--- src/hdl/sca_pkg.sv ---
// Shared types and constants for the size-class block allocator.
// Used by sca_class, sca_ctrl, sca_dp and size_class_block_allocator_core.
`default_nettype none
package sca_pkg;

  localparam int SIZE_W      = 38;
  localparam int HANDLE_W    = 10;
  localparam int BLOCK_ID_W  = 10;
  localparam int STATUS_W    = 3;
  localparam int CLASS_OUT_W = 5;

  localparam logic REQ_ALLOC = 1'b0;
  localparam logic REQ_FREE  = 1'b1;

  localparam logic [STATUS_W-1:0] ST_REUSED  = 3'd0;
  localparam logic [STATUS_W-1:0] ST_NEW     = 3'd1;
  localparam logic [STATUS_W-1:0] ST_ZERO    = 3'd2;
  localparam logic [STATUS_W-1:0] ST_FULL    = 3'd3;
  localparam logic [STATUS_W-1:0] ST_UNKNOWN = 3'd4;
  localparam logic [STATUS_W-1:0] ST_DOUBLE  = 3'd5;

  // Controller to datapath
  typedef struct packed {
    logic                load_req;   // capture the request fields
    logic                calc;       // latch class, read head and block info
    logic                check_ok;   // take class from block rank, read its head
    logic                push;       // link freed block on top of its list
    logic                take_head;  // hold head id, read its link
    logic                pop;        // unlink head block
    logic                issue_new;  // hand out the next fresh id
    logic                out_load;   // load the output register
    logic [STATUS_W-1:0] out_status;
    logic                out_id_en;
    logic                out_cls_en;
  } cmd_t;

  // Datapath to controller
  typedef struct packed {
    logic req_type;
    logic size_zero;
    logic too_big;
    logic unknown;
    logic in_use;
    logic count_nz;
    logic pool_full;
  } stat_t;

endpackage
`default_nettype wire

--- src/hdl/sca_ctrl.sv ---
// Allocator controller: sequences one transaction through the datapath and
// owns the input ready and output valid. Depends on sca_pkg.
`default_nettype none
module sca_ctrl
  import sca_pkg::*;
(
  input  wire logic  clk,
  input  wire logic  rst,
  input  wire logic  in_valid,
  output logic       in_ready,
  output logic       out_valid,
  input  wire logic  out_ready,
  input  wire stat_t stat,
  output cmd_t       cmd
);

  localparam logic [2:0] S_IDLE   = 3'd0;
  localparam logic [2:0] S_CLASS  = 3'd1;
  localparam logic [2:0] S_CHECK  = 3'd2;
  localparam logic [2:0] S_PUSH   = 3'd3;
  localparam logic [2:0] S_HEAD   = 3'd4;
  localparam logic [2:0] S_POP    = 3'd5;
  localparam logic [2:0] S_RESULT = 3'd6;

  logic [2:0]          state, state_next;
  logic [STATUS_W-1:0] res_status, res_status_next;
  logic                res_id_en, res_id_en_next;
  logic                res_cls_en, res_cls_en_next;

  assign in_ready = (state == S_IDLE);

  always_comb begin
    cmd             = '0;
    state_next      = state;
    res_status_next = res_status;
    res_id_en_next  = res_id_en;
    res_cls_en_next = res_cls_en;
    cmd.out_status  = res_status;
    cmd.out_id_en   = res_id_en;
    cmd.out_cls_en  = res_cls_en;
    case (state)
      S_IDLE: begin
        if (in_valid) begin
          cmd.load_req = 1'b1;
          state_next   = S_CLASS;
        end
      end
      S_CLASS: begin
        cmd.calc        = 1'b1;
        res_id_en_next  = 1'b0;
        res_cls_en_next = 1'b0;
        if (stat.req_type == REQ_FREE) begin
          state_next = S_CHECK;
        end else if (stat.size_zero) begin
          res_status_next = ST_ZERO;
          state_next      = S_RESULT;
        end else if (stat.too_big) begin
          res_status_next = ST_FULL;
          state_next      = S_RESULT;
        end else begin
          state_next = S_HEAD;
        end
      end
      S_CHECK: begin
        if (stat.unknown) begin
          res_status_next = ST_UNKNOWN;
          state_next      = S_RESULT;
        end else if (!stat.in_use) begin
          res_status_next = ST_DOUBLE;
          state_next      = S_RESULT;
        end else begin
          cmd.check_ok = 1'b1;
          state_next   = S_PUSH;
        end
      end
      S_PUSH: begin
        cmd.push        = 1'b1;
        res_status_next = ST_REUSED;
        res_cls_en_next = 1'b1;
        state_next      = S_RESULT;
      end
      S_HEAD: begin
        if (stat.count_nz) begin
          cmd.take_head = 1'b1;
          state_next    = S_POP;
        end else if (stat.pool_full) begin
          res_status_next = ST_FULL;
          state_next      = S_RESULT;
        end else begin
          cmd.issue_new   = 1'b1;
          res_status_next = ST_NEW;
          res_id_en_next  = 1'b1;
          res_cls_en_next = 1'b1;
          state_next      = S_RESULT;
        end
      end
      S_POP: begin
        cmd.pop         = 1'b1;
        res_status_next = ST_REUSED;
        res_id_en_next  = 1'b1;
        res_cls_en_next = 1'b1;
        state_next      = S_RESULT;
      end
      S_RESULT: begin
        // hold until the output register is free
        if (!out_valid || out_ready) begin
          cmd.out_load = 1'b1;
          state_next   = S_IDLE;
        end
      end
      default: begin
        state_next = S_IDLE;
      end
    endcase
  end

  always_ff @(posedge clk) begin
    if (rst) begin
      state     <= S_IDLE;
      out_valid <= 1'b0;
    end else begin
      state <= state_next;
      if (cmd.out_load) out_valid <= 1'b1;
      else if (out_ready) out_valid <= 1'b0;
    end
  end

  always_ff @(posedge clk) begin
    res_status <= res_status_next;
    res_id_en  <= res_id_en_next;
    res_cls_en <= res_cls_en_next;
  end

endmodule
`default_nettype wire

--- config.mk ---
export PLATFORM = sky130hd
export DESIGN_NAME = sca_ctrl
export DESIGN_NICKNAME = d
export VERILOG_FILES = /design/src/hdl/sca_pkg.sv /design/src/hdl/sca_ctrl.sv
export SDC_FILE = /design/constraint.sdc
export NUM_CORES = 1
export LEC_CHECK = 0
export BUFFER_PORTS_ARGS = -buffer_cell sky130_fd_sc_hd__buf_4
export CORE_AREA = 2 2 40 42
export DETAILED_ROUTE_END_ITERATION = 8
export DIE_AREA = 0 0 42 44
export PLACE_DENSITY = 0.72
export SLEW_MARGIN = 20
export SYNTH_ARGS = -nofsm -noshare
export SYNTH_HDL_FRONTEND = slang
export SYNTH_SLANG_ARGS = --single-unit
export TNS_END_PERCENT = 30
--- constraint.sdc ---
create_clock -name clk -period 1.82 [get_ports clk]
set_input_delay 0.364 -clock clk [delete_from_list [all_inputs] [get_ports clk]]
set_output_delay 0.364 -clock clk [all_outputs]
set_load 0.01 [all_outputs]
==> results of run 1 <==
-- report_power, final --
group	switching [mW]	internal, mW
clock network	0.0646	0.0842
registers	0.0820	0.341
logic	0.364	0.342
total	0.511	0.767
-- cell type report --
cell class	count	area (um^2)
clock buffer	4	26.28
fill	135	636.9
inverter	3	11.26
multi-input combinational	48	297.8
sequential	9	231.5
tap	16	20.02
timing repair buffer	26	195.2
-- cell usage after synthesis (all sizes together) --
cell     instances
dfxtp            4
inv              3
or4              1
a2bb2oi          1
or3              1
a21o             2
or2b             1
nand3            1
a2111oi          1
o21ba            1
and2b            1
nand2            3
and2             1
a21oi            6
nand2b           1
nor2b            2
o32ai            1
o21ai            1
o221a            1
and3             2
nor3             5
clkbuf           1
a31oi            2
nand4b           1
or2              2
edfxtp           5
buf              6
nor2            10
-- path summary, 6_finish.rpt --
check                         startpoint                 endpoint  slack, ns  cells after the start
setup / recovery   state[2]$_SDFFE_PP0P_                   cmd[7]       0.12                      3
hold / removal                       rst    state[0]$_SDFFE_PP0P_       0.29                      2
setup reg to reg   state[2]$_SDFFE_PP0P_  res_status[0]$_DFFE_PP_       0.33                      3
hold reg to reg   out_valid$_SDFFE_PP0P_    state[0]$_SDFFE_PP0P_       0.66                      3
-- per-stage QoR --
stage | utilization | instance area (um^2) | hold slack, ns | power, mW
floorplan | - | 586.8 | 0.4400 | 0.9139
finish | 0.5511 | 782.0 | 0.2940 | 1.278
global route | 0.5511 | 782.0 | 0.3005 | 1.371
global placement | 0.5317 | 754.5 | 0.5615 | 1.112
CTS | 0.5503 | 780.7 | 0.2874 | 1.280
detailed placement | 0.5317 | 754.5 | 0.5585 | 1.126
-- what timing repair did --
item,CTS,global route
endpoints found under the setup margin,0,1
hold buffers,0,0
gates resized for setup,0,1
-- critical path, cell delays in order, from the launching register on --
cell	delay, ns
dfxtp_1	0.53
and2b_2	0.30
and2_1	0.14
buf_4	0.11
-- registers in the layout (all words and copies together), names as in the netlist --
name	cells
out_valid	1
res_cls_en	1
res_id_en	1
res_status	3
state	3
-- logic make-up (layout without fill, tap and decap cells) --
group                  after synthesis  in the layout
AOI/OAI and AO/OA                   16             16
and+or+nand+nor                     32             32
DFF                                  9              9
buffers and inverters               10             33
-- metal layers --
metal  share of wire  global-route usage
met4               0             0.05806
met3           0.092             0.03333
met2            0.49              0.2813
met5               0                   0
met1            0.41              0.1888
==> results by group, run 1 <==
Run status
  • Status: completed

GRT
  • First-pass GRT wire length: 2249 um
  • Remaining Overflow, GRT: 0
  • Largest net degree at the start of global routing: 15
  • Initial antenna violation count: 0
  • Via count of the first global-routing pass: 531
  • GRT Total Usage: 0.1585

Floorplanning
  • Die area: 1848 um^2
  • DIE HEIGHT: 44 um
  • # IOs: 26
  • Initial cell density of the core: 0.4136
  • Die width: 42 um
  • Core Region: 1419 um^2
  • Cell Rows: 14

Timing
  • Max_slew headroom: 0.7467
  • Final Cycle Share: 0.9346
  • Setup Skew: 0.0001591 ns
  • Maximum clock frequency: 587.9 MHz
  • Slew at the pin closest to its max-slew limit: 0.3792 ns
  • Setup_tns: 0 ns
  • Tmin final: 1.701 ns
  • RSZ-0062 raised after global routing: no
  • Slew Viols, Final: 0
  • Final hold vios: 0
  • Setup ws final: 0.1191 ns
  • Setup violators final: 0

CTS
  • CTS H-tree lvls: 1
  • Max clock buf depth: 2
  • TritonCTS clock tree: done
  • TritonCTS buffer count: 3
  • Setup Fix Bufs, Post-CTS: 0
  • Clock Sinks: 9
  • Worst skew pair latency: 0.25 ns
  • CTS root buffer: clkbuf_4
  • CTS clk-pin slew, worst paths: 0.06 ns

Finish
  • Nets: 102
  • Layout cells sized above 1: 0.4444
  • Syn-to-layout area delta: 33.26%
  • Commonest cells after routing, fill and taps aside: 26 x buf_4, 10 x nor2_1, 6 x a21oi_1
  • Antenna diodes: 0
  • Finished Layout Cells: 106
  • Commonest non-fill, non-tap cell in the layout: buf_4

Critical path
  • Type of destination of the critical path: primary output
  • Startpoint types: flop
  • CP required: 1.46 ns
  • Crit path DAT: 1.34 ns
  • Setup CP Type: flop to primary output
  • Crit-path max FO: 13

Routing
  • Final wirelength: 1350 um
  • DR pass1 iterations: 5
  • Starting DRT DRC Count: 11
  • DRC: 0
  • Avg WL per Cell: 12.74 um
  • Antenna Nets Post-Route: 0
  • Vias post-DR: 555
  • Drt via density: 5.236

Synthesis
  • Avg Inst Size Synth: 8.758 um^2
  • Syn nets: 78
  • Mux share of post-synthesis cell area: 0
  • Area fraction of the dominant cell type after synthesis: 0.2559
  • Synth unique cells: 30
  • Mapped Cells: 67
  • Synth Cell Area: 586.8 um^2
  • Synth Area in Simple Gates: 0.2985
  • Post-synthesis adder-cell area fraction: 0
  • Sequential share of the synthesized area: 0.3923
  • Post-Synth XOR/XNOR Area: 0
  • Post-synth top area cell: edfxtp_1
  • Largest cells by area after synthesis: edfxtp_1 26%, dfxtp_1 14%, nor2_1 6.4%
  • Yosys reg bits: 9
  • Compound-cell area share of the yosys netlist: 0.2090
  • Largest family of logic cells by synthesized area: simple AND/OR/NAND/NOR gates
  • Synth warn: 0

Placement
  • Detailed Place HPWL: 1070 um
  • DP Worst Slack: 0.2765 ns
  • Placer Congestion: 0.7809
  • Placed insts: 102
  • Count of input and output buffers: 25

Flow run
  • Max-cap violations: 0

Pwr
  • Pwr dens: 1634 nW/um^2
  • Peak supply drop: 0.8184 mV
  • Static Leakage: 0.3571 nW

Worst hold path
  • Hold Path Class: input port to flop
Power figures use the tool's default switching activity.
==> run 2: changes to the inputs <==
Settings changed: CORE_AREA 2 2 40 42 to 2 2 42 44, DIE_AREA 0 0 42 44 to 0 0 44 46, PLACE_DENSITY 0.72 to 0.66.
==> results by group, run 2 (synthesized netlist as in run 1, its figures left out) <==
CTS
  • Hold Buf Count CTS: 0
  • TritonCTS buffer count: 3
  • CTS root buffer: clkbuf_4
  • CTS clk-pin slew, worst paths: 0.06 ns
  • TritonCTS clock tree: done
  • CTS H-tree lvls: 1
  • Clock Sinks: 9
  • Worst skew pair latency: 0.26 ns
  • Max clock buf depth: 2

Timing
  • Setup Skew: 0.004434 ns
  • RSZ-0062 raised after global routing: no
  • Final hold vios: 0
  • Slew Viols, Final: 0
  • Final Cycle Share: 0.9524
  • Tmin final: 1.733 ns
  • Maximum clock frequency: 576.9 MHz
  • Slew at the pin closest to its max-slew limit: 0.3731 ns
  • Setup violators final: 0
  • Setup ws final: 0.08671 ns
  • Max_slew headroom: 0.7508
  • Hold Slack: 0.2932 ns
  • Setup_tns: 0 ns

Pwr
  • Pwr dens: 1644 nW/um^2
  • Peak supply drop: 0.6278 mV
  • Static Leakage: 0.3571 nW

Placement
  • Placed insts: 103
  • Count of input and output buffers: 25
  • Detailed Place HPWL: 1072 um
  • DP Worst Slack: 0.2509 ns
  • Placer Congestion: 0.7714
  • DP Area: 755.7 um^2

Routing
  • Avg WL per Cell: 13.60 um
  • Antenna Nets Post-Route: 0
  • DR pass1 iterations: 4
  • Drt via density: 5.355
  • Final wirelength: 1455 um
  • Met2 WL post-DR: 690 um
  • DRC: 0
  • Top Metal Used: met4
  • Met1 WL: 628 um
  • Vias post-DR: 573
  • Metal3 WL: 114 um
  • Starting DRT DRC Count: 12

Finish
  • Commonest non-fill, non-tap cell in the layout: buf_4
  • Post-Layout Inst Area: 783.3 um^2
  • Finished Layout Cells: 107
  • # fillers: 171
  • Nets: 102
  • Antenna diodes: 0
  • Layout cells sized above 1: 0.4444
  • Commonest cells after routing, fill and taps aside: 26 x buf_4, 10 x nor2_1, 6 x a21oi_1
  • Regs by FF count: res_status (3), state (3)
  • Syn-to-layout area delta: 33.48%

Critical path
  • Crit path DAT: 1.37 ns
  • Crit-path cells: and2b_2 -> and2_1 -> buf_4
  • Startpoint types: flop
  • Critical-path top delay cell: dfxtp_1
  • Setup CP Type: flop to primary output
  • Buffers & Inverters on Critical Path: 1
  • CP required: 1.46 ns
  • Family with the most delay on the worst path: flip-flops
  • Type of destination of the critical path: primary output
  • Max incr delay on CP: 0.53 ns
  • Crit-path max FO: 13

Floorplanning
  • Die area: 2024 um^2
  • Die width: 44 um
  • Initial cell density of the core: 0.3636
  • # IOs: 26
  • Core Region: 1614 um^2
  • DIE HEIGHT: 46 um
  • Cell Rows: 15

Run status
  • Status: completed

GRT
  • GRT Total Usage: 0.1653
  • Initial antenna violation count: 0
  • Via count of the first global-routing pass: 557
  • Largest net degree at the start of global routing: 14
  • Remaining Overflow, GRT: 0
  • First-pass GRT wire length: 2421 um

Flow run
  • Max-cap violations: 0

Worst hold path
  • Hold Path Class: input port to flop
[run 2: cell counts in the layout (fill, tap and decap cells not counted)]
Identical to the previous run, type by type.
[run 2: report_power, final]
group	leakage, nW	internal (mW)	switching, mW
logic	0.262	0.342	0.357
clock network	0.0150	0.0846	0.0716
registers	0.0805	0.341	0.0921
[run 2: metrics by stage]
stage               power [mW]    util
CTS                      1.295  0.4845
detailed placement       1.124  0.4682
global route             1.383  0.4853
global placement         1.114  0.4682
finish                   1.288  0.4853
floorplan               0.9139       -
[run 2: metal layers]
metal  up-vias  global-route usage
met1       259              0.1842
li1        284                   -
met3         4             0.03968
met4         0             0.09091
met2        26              0.2882
met5         -                   0
[run 2: worst paths after layout]
kind / from / end / slack (ns) / cells past startpoint
worst max register to register: state[2]$_SDFFE_PP0P_ / res_status[1]$_DFFE_PP_ / 0.33 / 3
worst min register to register: state[0]$_SDFFE_PP0P_ / res_status[2]$_DFFE_PP_ / 0.62 / 1
worst min-delay path: rst / state[0]$_SDFFE_PP0P_ / 0.29 / 2
worst max-delay path: state[2]$_SDFFE_PP0P_ / cmd[7] / 0.09 / 3
[run 2: final cells by class]
cell class                      count  area [um^2]  area share
Multi-Input combinational cell     48        297.8      0.3802
Inverter                            3        11.26     0.01438
Clock buffer                        4        26.28     0.03355
Tap cell                           17        21.27     0.02716
Timing Repair Buffer               26        195.2      0.2492
Sequential cell                     9        231.5      0.2955
[run 2: repair_timing]
| item | in CTS | in global routing |
|---|---|---|
| setup buffers | 0 | 0 |
| resized for setup | 0 | 1 |
| endpoints found under the setup margin | 0 | 3 |
